[config.mk]
export PLATFORM = sky130hd
export DESIGN_NAME = bounded_priority_task_queue_unit
export DESIGN_NICKNAME = d
export VERILOG_FILES = /design/src/sv/bptq_pkg.sv /design/src/sv/bptq_ram.sv /design/src/sv/bptq_cmp.sv /design/src/sv/bounded_priority_task_queue_unit.sv
export SDC_FILE = /design/constraint.sdc
export NUM_CORES = 1
export LEC_CHECK = 0
export BUFFER_PORTS_ARGS = -buffer_cell sky130_fd_sc_hd__buf_4
export CAP_MARGIN = 25
export CORE_UTILIZATION = 50
export CTS_BUF_LIST = sky130_fd_sc_hd__clkbuf_16
export DETAILED_ROUTE_END_ITERATION = 8
export GPL_ROUTABILITY_DRIVEN = 0
export GPL_TIMING_DRIVEN = 1
export PLACE_DENSITY = 0.66
export SYNTH_ARGS = -nofsm -noshare
export SYNTH_HDL_FRONTEND = slang
export SYNTH_SLANG_ARGS = --single-unit
[constraint.sdc]
create_clock -name clk_i -period 4.9 [get_ports clk_i]
set_input_delay 0.49 -clock clk_i [delete_from_list [all_inputs] [get_ports clk_i]]
set_output_delay 0.49 -clock clk_i [all_outputs]
set_load 0.01 [all_outputs]
[src/sv/bptq_pkg.sv]
// types and constants shared by the bounded priority task queue
// entry layout, request and status codes; no dependencies
`default_nettype none

package bptq_pkg;

  localparam int unsigned TagW       = 16;
  localparam int unsigned StampW     = 32;
  localparam int unsigned PrioW      = 3;
  localparam int unsigned PrioLevels = 3;
  localparam logic [PrioW-1:0] DefaultPrio = PrioW'(2);

  // stream payload widths, padded to whole bytes
  localparam int unsigned InDataW  = 56;
  localparam int unsigned OutDataW = 56;
  localparam int unsigned KindW    = 2;
  localparam int unsigned LimitW   = 5;
  localparam int unsigned FillW    = 5;
  localparam int unsigned OutPrioW = 2;

  typedef struct packed {
    logic [StampW-1:0] stamp;
    logic [PrioW-1:0]  prio;
    logic [TagW-1:0]   tag;
  } entry_t;

  typedef enum logic [KindW-1:0] {
    REQ_TAIL  = 2'd0,
    REQ_ORDER = 2'd1,
    REQ_POP   = 2'd2,
    REQ_NONE  = 2'd3
  } req_e;

  typedef enum logic [KindW-1:0] {
    STAT_DONE  = 2'd0,
    STAT_FULL  = 2'd1,
    STAT_EMPTY = 2'd2
  } status_e;

endpackage

`default_nettype wire

[src/sv/bptq_ram.sv]
// generic simple dual-port ram with registered read
// one write and one read port per cycle; no dependencies
`default_nettype none

module bptq_ram #(
  parameter int unsigned WIDTH = 8,
  parameter int unsigned DEPTH = 16
) (
  input  wire logic                     clk_i,
  input  wire logic                     we_i,
  input  wire logic [$clog2(DEPTH)-1:0] waddr_i,
  input  wire logic [WIDTH-1:0]         wdata_i,
  input  wire logic                     re_i,
  input  wire logic [$clog2(DEPTH)-1:0] raddr_i,
  output logic      [WIDTH-1:0]         rdata_o
);

  logic [WIDTH-1:0] mem_q [DEPTH];
  logic [WIDTH-1:0] rdata_q;

  always_ff @(posedge clk_i) begin
    if (we_i) begin
      mem_q[waddr_i] <= wdata_i;
    end
    if (re_i) begin
      rdata_q <= mem_q[raddr_i];
    end
  end

  assign rdata_o = rdata_q;

endmodule

`default_nettype wire

[src/sv/bptq_cmp.sv]
// shared ordering comparator of the task queue
// decides whether a new entry goes before a held one; uses bptq_pkg
`default_nettype none

module bptq_cmp (
  input  wire bptq_pkg::entry_t new_i,
  input  wire bptq_pkg::entry_t held_i,
  output logic                  before_o
);

  logic prio_less;
  logic prio_equal;
  logic stamp_less;

  assign prio_less  = new_i.prio < held_i.prio;
  assign prio_equal = new_i.prio == held_i.prio;
  assign stamp_less = new_i.stamp < held_i.stamp;

  // strict compare keeps equal stamps in arrival order
  assign before_o = prio_less || (prio_equal && stamp_less);

endmodule

`default_nettype wire

[src/sv/bounded_priority_task_queue_unit.sv]
// bounded priority task queue: top level with the request sequencer
// uses bptq_pkg, bptq_ram and bptq_cmp
`default_nettype none

// The queue holds up to DEPTH entries in a circular ram (head pointer and
// fill count). A pop reads the head slot, then takes the entry and advances
// the head; a plain push writes the new entry at the tail. A priority push
// walks the held entries from the head through one shared comparator (ram
// read, then compare for each entry examined), and then moves the entries
// behind the insertion point up by one slot (read, write back for each
// entry moved) before it writes the new entry. One request is served at a
// time: s_axis_tready is high only while the sequencer is idle, and the
// result is held in an output register until m_axis_tready takes it; a
// stalled result keeps the sequencer busy. Rejected requests and request
// type 3 present their result in the cycle after acceptance. The queue limit
// register may be written at any time and in effect saturates at DEPTH.

module bounded_priority_task_queue_unit #(
  parameter int unsigned DEPTH = 16
) (
  input  wire logic        clk_i,
  input  wire logic        rst_ni,
  input  wire logic        s_axis_tvalid,
  output logic             s_axis_tready,
  // entry_tag[15:0], requested_priority[18:16], entry_stamp[50:19], zeros above
  input  wire logic [55:0] s_axis_tdata,
  // req_type[1:0]
  input  wire logic [1:0]  s_axis_tuser,
  output logic             m_axis_tvalid,
  input  wire logic        m_axis_tready,
  // popped_tag[15:0], popped_priority[17:16], popped_stamp[49:18],
  // fill_level[54:50], zeros above
  output logic      [55:0] m_axis_tdata,
  // status[1:0]
  output logic      [1:0]  m_axis_tuser,
  input  wire logic        cfg_valid_i,
  output logic             cfg_ready_o,
  input  wire logic [4:0]  cfg_data_i
);

  localparam int unsigned AW   = $clog2(DEPTH);
  localparam int unsigned CW   = $clog2(DEPTH + 1);
  localparam int unsigned SW   = CW + 1;
  localparam int unsigned CmpW = (CW > bptq_pkg::LimitW) ? CW : bptq_pkg::LimitW;
  localparam int unsigned EntW = $bits(bptq_pkg::entry_t);

  typedef enum logic [3:0] {
    S_IDLE,
    S_SRCH_RD,
    S_SRCH_CMP,
    S_SHIFT_RD,
    S_SHIFT_WR,
    S_INSERT,
    S_POP_RD,
    S_POP_TAKE,
    S_RESULT
  } state_e;

  state_e                              state_q;
  bptq_pkg::entry_t                    new_q;
  logic [AW-1:0]                       head_q;
  logic [CW-1:0]                       count_q;
  logic [CW-1:0]                       idx_q;
  logic [CW-1:0]                       pos_q;
  logic [bptq_pkg::LimitW-1:0]         limit_q;
  bptq_pkg::status_e                   res_status_q;
  logic [bptq_pkg::TagW-1:0]           res_tag_q;
  logic [bptq_pkg::OutPrioW-1:0]       res_prio_q;
  logic [bptq_pkg::StampW-1:0]         res_stamp_q;
  logic [bptq_pkg::FillW-1:0]          res_fill_q;

  bptq_pkg::entry_t                    in_entry;
  bptq_pkg::req_e                      in_req;
  logic [bptq_pkg::PrioW-1:0]          raw_prio;
  logic                                in_accept;
  logic                                full;
  logic                                goes_first;

  logic                                ram_we;
  logic [AW-1:0]                       ram_waddr;
  bptq_pkg::entry_t                    ram_wdata;
  logic                                ram_re;
  logic [AW-1:0]                       ram_raddr;
  logic [EntW-1:0]                     ram_rdata;
  bptq_pkg::entry_t                    held_entry;

  // circular slot of offset off from base; one subtraction wraps sums below twice DEPTH
  function automatic logic [AW-1:0] slot_of(input logic [AW-1:0] base,
                                            input logic [CW-1:0] off);
    logic [SW-1:0] sum;
    sum = SW'(base) + SW'(off);
    if (sum >= SW'(DEPTH)) begin
      sum = sum - SW'(DEPTH);
    end
    return sum[AW-1:0];
  endfunction

  assign in_req   = bptq_pkg::req_e'(s_axis_tuser);
  assign raw_prio = s_axis_tdata[18:16];

  always_comb begin
    in_entry.tag   = s_axis_tdata[15:0];
    in_entry.stamp = s_axis_tdata[50:19];
    if (raw_prio >= bptq_pkg::PrioW'(1) &&
        raw_prio <= bptq_pkg::PrioW'(bptq_pkg::PrioLevels)) begin
      in_entry.prio = raw_prio;
    end else begin
      in_entry.prio = bptq_pkg::DefaultPrio;
    end
  end

  assign s_axis_tready = (state_q == S_IDLE);
  assign in_accept     = s_axis_tvalid && s_axis_tready;
  assign cfg_ready_o   = 1'b1;

  assign full = (CmpW'(count_q) >= CmpW'(limit_q)) || (count_q >= CW'(DEPTH));

  assign held_entry = bptq_pkg::entry_t'(ram_rdata);

  bptq_cmp u_cmp (
    .new_i    (new_q),
    .held_i   (held_entry),
    .before_o (goes_first)
  );

  // ram port control follows the sequencer state
  always_comb begin
    ram_re    = 1'b0;
    ram_raddr = slot_of(head_q, idx_q);
    ram_we    = 1'b0;
    ram_waddr = slot_of(head_q, idx_q);
    ram_wdata = held_entry;
    case (state_q)
      S_SRCH_RD: begin
        ram_re = 1'b1;
      end
      S_SHIFT_RD: begin
        ram_re    = 1'b1;
        ram_raddr = slot_of(head_q, idx_q - CW'(1));
      end
      S_SHIFT_WR: begin
        ram_we = 1'b1;
      end
      S_INSERT: begin
        ram_we    = 1'b1;
        ram_waddr = slot_of(head_q, pos_q);
        ram_wdata = new_q;
      end
      S_POP_RD: begin
        ram_re    = 1'b1;
        ram_raddr = head_q;
      end
      default: begin
        ram_re = 1'b0;
      end
    endcase
  end

  bptq_ram #(
    .WIDTH (EntW),
    .DEPTH (DEPTH)
  ) u_ram (
    .clk_i   (clk_i),
    .we_i    (ram_we),
    .waddr_i (ram_waddr),
    .wdata_i (EntW'(ram_wdata)),
    .re_i    (ram_re),
    .raddr_i (ram_raddr),
    .rdata_o (ram_rdata)
  );

  always_ff @(posedge clk_i or negedge rst_ni) begin
    if (!rst_ni) begin
      state_q      <= S_IDLE;
      new_q        <= '0;
      head_q       <= '0;
      count_q      <= '0;
      idx_q        <= '0;
      pos_q        <= '0;
      limit_q      <= bptq_pkg::LimitW'(16);
      res_status_q <= bptq_pkg::STAT_DONE;
      res_tag_q    <= '0;
      res_prio_q   <= '0;
      res_stamp_q  <= '0;
      res_fill_q   <= '0;
    end else begin
      if (cfg_valid_i) begin
        limit_q <= cfg_data_i;
      end
      case (state_q)
        S_IDLE: begin
          if (in_accept) begin
            new_q        <= in_entry;
            res_status_q <= bptq_pkg::STAT_DONE;
            res_tag_q    <= '0;
            res_prio_q   <= '0;
            res_stamp_q  <= '0;
            res_fill_q   <= bptq_pkg::FillW'(count_q);
            case (in_req)
              bptq_pkg::REQ_TAIL, bptq_pkg::REQ_ORDER: begin
                if (full) begin
                  res_status_q <= bptq_pkg::STAT_FULL;
                  state_q      <= S_RESULT;
                end else if (in_req == bptq_pkg::REQ_ORDER) begin
                  idx_q   <= '0;
                  state_q <= S_SRCH_RD;
                end else begin
                  idx_q   <= count_q;
                  pos_q   <= count_q;
                  state_q <= S_SHIFT_RD;
                end
              end
              bptq_pkg::REQ_POP: begin
                if (count_q == '0) begin
                  res_status_q <= bptq_pkg::STAT_EMPTY;
                  state_q      <= S_RESULT;
                end else begin
                  state_q <= S_POP_RD;
                end
              end
              default: begin
                state_q <= S_RESULT;
              end
            endcase
          end
        end
        S_SRCH_RD: begin
          if (idx_q == count_q) begin
            // nothing held sorts after the new entry: append
            pos_q   <= count_q;
            state_q <= S_SHIFT_RD;
          end else begin
            state_q <= S_SRCH_CMP;
          end
        end
        S_SRCH_CMP: begin
          if (goes_first) begin
            pos_q   <= idx_q;
            idx_q   <= count_q;
            state_q <= S_SHIFT_RD;
          end else begin
            idx_q   <= idx_q + CW'(1);
            state_q <= S_SRCH_RD;
          end
        end
        S_SHIFT_RD: begin
          if (idx_q == pos_q) begin
            state_q <= S_INSERT;
          end else begin
            state_q <= S_SHIFT_WR;
          end
        end
        S_SHIFT_WR: begin
          idx_q   <= idx_q - CW'(1);
          state_q <= S_SHIFT_RD;
        end
        S_INSERT: begin
          count_q    <= count_q + CW'(1);
          res_fill_q <= bptq_pkg::FillW'(count_q + CW'(1));
          state_q    <= S_RESULT;
        end
        S_POP_RD: begin
          state_q <= S_POP_TAKE;
        end
        S_POP_TAKE: begin
          res_tag_q   <= held_entry.tag;
          res_prio_q  <= held_entry.prio[bptq_pkg::OutPrioW-1:0];
          res_stamp_q <= held_entry.stamp;
          res_fill_q  <= bptq_pkg::FillW'(count_q - CW'(1));
          head_q      <= slot_of(head_q, CW'(1));
          count_q     <= count_q - CW'(1);
          state_q     <= S_RESULT;
        end
        S_RESULT: begin
          if (m_axis_tready) begin
            state_q <= S_IDLE;
          end
        end
        default: begin
          state_q <= S_IDLE;
        end
      endcase
    end
  end

  assign m_axis_tvalid = (state_q == S_RESULT);
  assign m_axis_tuser  = res_status_q;
  assign m_axis_tdata  = {1'b0, res_fill_q, res_stamp_q, res_prio_q, res_tag_q};

endmodule

`default_nettype wire

After elaboration in Yosys (flattened, before gate mapping)
Memories as Yosys holds them, arrays and structs flattened. A register that Yosys moved wholly into a read port is not among the register bits.
Cells that the tools add are included.
{"block": "totals", "inputBits": 68, "output_inout_bits": 61, "elab_cells": 127, "memories": 1, "regBits": 136, "mem_bits_rw": 816}
{"memory": "u_ram.mem_q", "words": 16, "width": 51, "read_ports": 1, "rd_ports_with_merged_regs": 1, "write_ports": 1, "line": "bptq_ram.sv:18", "rtl": "logic [WIDTH-1:0] mem_q [DEPTH];"}
{"block": "op_classes", "n_mux": 47, "eq_ne": 20, "magnitude_cmp": 10, "n_addsub": 12, "reduce_logical": 23}
{"cell": "$pmux W32 S2", "count": 1}
{"cell": "$mux W5", "count": 12}
{"cell": "$mux W51", "count": 1}
{"cell": "$pmux W5 S3", "count": 3}
{"cell": "$mux W4", "count": 9}
{"cell": "$lt A32 B32 Y1", "count": 1}
{"cell": "$mux W32", "count": 1}
{"cell": "$pmux W16 S2", "count": 1}
{"cell": "$pmux W4 S8", "count": 1}
{"cell": "$add A4 B5 Y6", "count": 3}
{"cell": "$ge A6 B5 Y1 const B", "count": 3}
{"cell": "$eq A4 B3 Y1 const B", "count": 4}
{"cell": "$mux W16", "count": 1}
{"cell": "$pmux W4 S2", "count": 2}
{"cell": "$sub A4 B1 Y4 const B", "count": 4}
{"cell": "$add A5 B1 Y5 const B", "count": 2}
{"cell": "$eq A5 B5 Y1", "count": 2}
{"cell": "$ge A5 B5 Y1 const B", "count": 2}
{"cell": "$pmux W5 S2", "count": 1}
{"cell": "$sub A5 B1 Y5 const B", "count": 2}
{"cell": "$reduce_bool A3 Y1", "count": 3}
{"cell": "$eq A4 B2 Y1 const B", "count": 2}
{"cell": "$mux W2", "count": 4}
{"cell": "$ne A2 B2 Y1 const B", "count": 4}
{"cell": "25 further kinds", "count": 43}

Depth between registers and ports, before layout
{"block": "depth", "word_depth": 6, "ltp_mapped": 14}

Modules after synthesis
Synthesis repeated with hierarchy kept, for this count alone.
{"block": "hier_totals", "cells_unflattened": 2129, "area_unflattened_um2": 40018.4}
{"mod": "bptq_ram", "area_per_inst_um2": 32125.8, "seq_area_each_um2": 26035.0, "cells_per_inst": 1320, "n_inst": 1}
{"mod": "bounded_priority_task_queue_unit", "area_per_inst_um2": 7034.2, "seq_area_each_um2": 3404.5, "cells_per_inst": 687, "n_inst": 1}
{"mod": "bptq_cmp", "area_per_inst_um2": 858.3, "seq_area_each_um2": 0.0, "cells_per_inst": 122, "n_inst": 1}

Worst setup path after synthesis
OpenSTA, ideal clock, no wires.
{"block": "synth_timing", "kind": "flip-flop to flip-flop", "from": "register state_q[3]", "to": "memory u_ram.mem_q[6][0] (netlist bit) (enable)", "synth_period_minus_slack_ps": 4454, "arrival_time_ps": 3994, "setup_slack_ps": 446, "t_required_ps": 4440, "stages_incl_launch_ff": 9, "setup_ps": 460, "path_cell_list": "dfrtp_1 > buf_2 > nor3_1 > and2_1 > clkbuf_1 > mux2i_1 > xor2_1 > nand2_1 > nor2_1"}
{"block": "synth_between", "elab_chain_len": 5, "word_cells_on_any_way": 7, "classes_between": "2 x eq/ne; 4 x mux; 1 x reduce/logical"}
{"item": "start: declaration", "line": "bounded_priority_task_queue_unit.sv:59", "rtl": "state_e state_q;"}
{"item": "start signal: assignment", "line": "bounded_priority_task_queue_unit.sv:174", "rtl": "state_q <= S_IDLE;"}
{"item": "start signal: assignment", "line": "bounded_priority_task_queue_unit.sv:203", "rtl": "state_q <= S_RESULT;"}
{"item": "start signal: assignment", "line": "bounded_priority_task_queue_unit.sv:206", "rtl": "state_q <= S_SRCH_RD;"}
{"item": "$eq A4 B3 Y1", "line": "bounded_priority_task_queue_unit.sv:133", "rtl": "case (state_q)"}
{"item": "$reduce_or A2 Y1 (no line)"}
{"item": "$mux W1", "line": "bounded_priority_task_queue_unit.sv:133"}
{"item": "$mux W1", "line": "bptq_ram.sv:22", "rtl": "if (we_i) begin"}
{"item": "$mux W1 (implied by the code)", "line": "bptq_ram.sv:23", "rtl": "mem_q[waddr_i] <= wdata_i;"}
{"item": "end: declaration", "line": "bptq_ram.sv:18"}
Parallel ways exist; a longest one is shown, timed or not.

Final worst setup path
{"block": "layout_timing", "from": "register state_q[2]", "to": "memory u_ram.mem_q[9][22] (netlist bit) (enable)"}
Same word-level chain as after synthesis.

==> results.md <==
- The number of routed nets with antenna violations is 0.
- The share of post-route cells with drive strength above 1 is 0.158.
- The data required time at the worst endpoint is 5200 ps.
- The number of antenna cells inserted is 0.
- The number of nets in the synthesized netlist is 3,010.
- A synthesized cell averages 14.5 µm².
- After detailed routing, the number of vias per cell comes to 5.96.
- The category of the worst setup path launch point is a flip-flop.
- The count of max-cap constraint violations is 0.
- For this run, the slowest stage of the critical path takes 650 ps.
- The hold violation count in the final report is 0.
- Entering global routing, the biggest net connects 101 pins.
- The number of rows in the core area is 105.
- The overflow left after global routing is 0.
- Clock latency on the worst-skew pair, taken at its later pin, is 670 ps.
- The share of total power in the clock network is 0.209.
- Among all flip-flop cells after synthesis, the most frequent one is sky130_fd_sc_hd__edfxtp_1.
- The share of total power dissipated in sequential elements is 0.327.
- For this run, the post-layout net count is 3,135.
- Cell internal power was estimated by the tool at 23.1 mW.
- The final worst clock skew is 32.5 ps.
- The first detailed-routing pass ran for 6 iterations.
- The number of H-tree branching levels is 3.
- The cell family with the largest share of critical-path delay is simple AND/OR/NAND/NOR gates.
- After synthesis the cells add up to 0.0418 mm².
- Counting the buffers created by CTS gives 103.
- The number of global-route vias before repair came to 24,600.
- Of the total power, the share spent switching nets is 0.393.
- The fraction of registers with async set or reset after synthesis is 0.136.
- Synthesis handed over a netlist of 2,886 instances.
- For the worst setup path, the data arrival time is 4400 ps.
- The post-detailed-route DRC marker count is 0.
- The synthesized netlist contains 63 unique library cells.
- Summing over every cut layer, the via total after detailed routing is 24,800.
- No sink is reached through more buffers than the 3 on the longest clock path.
- The clock tree from TritonCTS is built.
- The final routed wirelength across all metal layers is 96,800 µm.
- The violation count after the first detailed-routing iteration is 2,053.
- The total negative slack is 0 ps.
- OpenSTA, run right after detailed placement, puts the worst setup slack at 883 ps.
- Setup repair after global routing left no endpoint under its margin.
- The x dimension of the die is 291 µm.
- The worst setup path is captured at a flip-flop.
- Setup violations remaining at the end of the flow were counted as 0.
- The wire length of the first global-routing pass is 147,000 µm.
- The top-level port count is 129.
- For this run, the top clock speed supported by timing is 244 MHz.
- The vertical die dimension is 291 µm.
- In this run, post-CTS repair resized a total of 0 instances.
- Among all stages on the critical path, the largest delay is contributed by sky130_fd_sc_hd__dfrtp_1.
- The growth of design area from synthesis to finish is 15.1%.
- The kind of critical path is flip-flop to flip-flop.
- The count of pins over their slew limit is 0.
- The initial antenna violation count is 2.
- Along the worst path, the maximum fanout reaches 47.
- The total area inside the core boundary comes to 0.0824 mm².
- The number of register bits inferred by synthesis is 1,003.
- For this design the ratio of total power to cell area is 791 mW/mm².
- The clock tree root buffer cell is sky130_fd_sc_hd__clkbuf_16.
- For this run, the number of Yosys warnings is 0.
- The total die area is 0.0847 mm².
- The worst pin sits at a relative slew slack of 0.303.
- The critical path goes through inv_1 -> nor3_1 -> and2_4 -> buf_4 -> o21a_1 -> nand2_1 -> nor2_4 -> buf_12.
- In the finished design, the share of the clock period the worst path needs comes to 0.837.
- The actual transition at the worst max-transition pin is 1040 ps.
- The switching power total is 15.0 mW.
- The TritonCTS sink count is 1,003.
- For this configuration, the core starts out at a cell density of 0.507.
- The share of total power dissipated in combinational logic is 0.465.
- The number of enable flip-flop cells after synthesis is 867.
- The buffers plus inverters on the worst setup path is 3.
- In the final routed layout, each cell accounts on average for 23.2 µm.
- Summed over all cells, the static leakage comes to 17.2 nW.
- The total track usage is 0.228.
- The maximum resistive drop on vdd is 832 µV.
- The sequential area share after synthesis is 0.705.
- The run finished with clean final reports.
- Clock-pin slew was measured on the worst setup and hold paths at 60 ps.
- The final worst setup slack is 797 ps.
- The number of port buffers is 121.
- The worst min-delay path class is input port to flip-flop.
- The total half-perimeter wirelength after legalization and detailed placement is 52,100 µm.
- The time the worst path needs with I/O delays and setup is 4100 ps.
==> through the flow <==
stage                     instance area (µm²)  power, mW  hold WS, ps  std cells  utilization
after floorplan                         41800       25.2          194       2886            -
after global placement                  44500       29.5          469       3960        0.540
after detailed placement                44600       30.1          486       3973        0.541
after CTS                               48100       38.2         13.8       4168        0.583
after global routing                    48100       40.3         30.4       4170        0.584
final                                   48100       38.1         52.6       4170        0.584
==> power groups by stage <==
stage | Combinational, mW | Clock (mW) | Sequential (mW)
floorplan | 12.9 | 0 | 12.3
detailed placement | 17.5 | 0 | 12.6
finish | 17.7 | 7.95 | 12.4
global route | 19.4 | 8.40 | 12.5
global placement | 16.9 | 0 | 12.6
CTS | 17.7 | 8.08 | 12.4
==> cells in the final DEF (no fill, tap or decap), drive strengths merged, types with 56 or more instances in the layout <==
cell type	n
clkbuf	104
nor2	142
a2111oi	102
buf	229
mux2i	258
dfrtp	135
inv	74
nor3b	106
nand2	182
clkinv	56
edfxtp	867
nor3	216
o21ai	70
a31oi	109
mux2	76
a21oi	132
==> cells by family (layout without fill, tap and decap cells) <==
| kind of cell | after synthesis | after routing | share of synthesized area |
|---|---|---|---|
| xor gates and xnor gates | 29 | 29 | 0.00608 |
| AOI/OAI and AO/OA | 502 | 502 | 0.0803 |
| adders and majority gates | 56 | 56 | 0.0173 |
| muxes | 334 | 334 | 0.0823 |
| DFF | 1003 | 1003 | 0.705 |
| and+or+nand+nor | 694 | 694 | 0.0814 |
| buffers and inverters | 266 | 480 | 0.0278 |
| other | 2 | 2 | 0.000180 |
==> repair_timing <==
action	4_1_cts	5_1_grt
buffers inserted	0	0
hold buffers	1	0
hold endpoints to repair	69	0
setup endpoints to repair	0	0
==> final timing paths <==
kind / slack [ps] / cells after the start / endpoint / from
setup / recovery: 800 / 8 / u_ram.mem_q[9][22] / state_q[2]
setup reg to reg: 800 / 8 / u_ram.mem_q[9][22] / state_q[2]
hold / removal: 50 / 2 / new_q[14] / s_axis_tdata[14]
min in group asynchronous: 450 / 2 / new_q[29] / rst_ni
max in group asynchronous: 3500 / 3 / new_q[1] / rst_ni
hold reg to reg: 490 / 2 / m_axis_tuser[0] / m_axis_tuser[0]
==> cell usage after synthesis (4+ instances only) <==
master	count	share of area
sky130_fd_sc_hd__a2111oi_0	102	0.021
sky130_fd_sc_hd__a21o_1	4	0.00072
sky130_fd_sc_hd__a21oi_1	131	0.016
sky130_fd_sc_hd__a22o_1	52	0.011
sky130_fd_sc_hd__a31oi_1	109	0.016
sky130_fd_sc_hd__and2_1	4	0.00060
sky130_fd_sc_hd__buf_1	10	0.00090
sky130_fd_sc_hd__buf_2	57	0.0068
sky130_fd_sc_hd__buf_4	10	0.0018
sky130_fd_sc_hd__buf_6	6	0.0016
sky130_fd_sc_hd__clkbuf_1	125	0.011
sky130_fd_sc_hd__dfrtp_1	135	0.081
sky130_fd_sc_hd__edfxtp_1	867	0.62
sky130_fd_sc_hd__ha_1	53	0.016
sky130_fd_sc_hd__inv_1	56	0.0050
sky130_fd_sc_hd__mux2_2	76	0.020
sky130_fd_sc_hd__mux2i_1	258	0.062
sky130_fd_sc_hd__nand2_1	182	0.016
sky130_fd_sc_hd__nand2b_1	12	0.0018
sky130_fd_sc_hd__nand3_1	4	0.00048
sky130_fd_sc_hd__nand4_1	5	0.00075
sky130_fd_sc_hd__nor2_1	142	0.013
sky130_fd_sc_hd__nor2b_1	7	0.0010
sky130_fd_sc_hd__nor3_1	216	0.026
sky130_fd_sc_hd__nor3b_1	106	0.019
sky130_fd_sc_hd__nor4_1	7	0.0010
sky130_fd_sc_hd__o2111ai_1	4	0.00084
sky130_fd_sc_hd__o21ai_0	69	0.0083
sky130_fd_sc_hd__xnor2_1	15	0.0031
sky130_fd_sc_hd__xor2_1	14	0.0029
==> flip-flops by register name (all words and copies together), names as in the netlist, 4 cells and up <==
name and flops:
head_q 4, count_q 5, state_q 4, res_fill_q 5
new_q 51, res_tag_q 16, idx_q 5, u_ram.mem_q 816
limit_q 5, res_stamp_q 32, u_ram.rdata_o 51, pos_q 5
==> metal layers <==
metal,vias up,track usage,share of wire
met2,736,0.379,0.49
met4,0,0.0547,0.019
met1,12600,0.318,0.44
met3,136,0.0306,0.054
li1,11400,-,-
met5,-,0,0
==> cell type report <==
class	count	area, µm²
well taps	1070	1340
inverters	56	210
multi-input cells	1617	11400
clock inverters	90	877
flip-flops and latches	1003	29400
fillers	6181	34300
repair buffers	230	2240
clock buffers	104	2600
No activity file was read; power rests on OpenSTA's default activity.
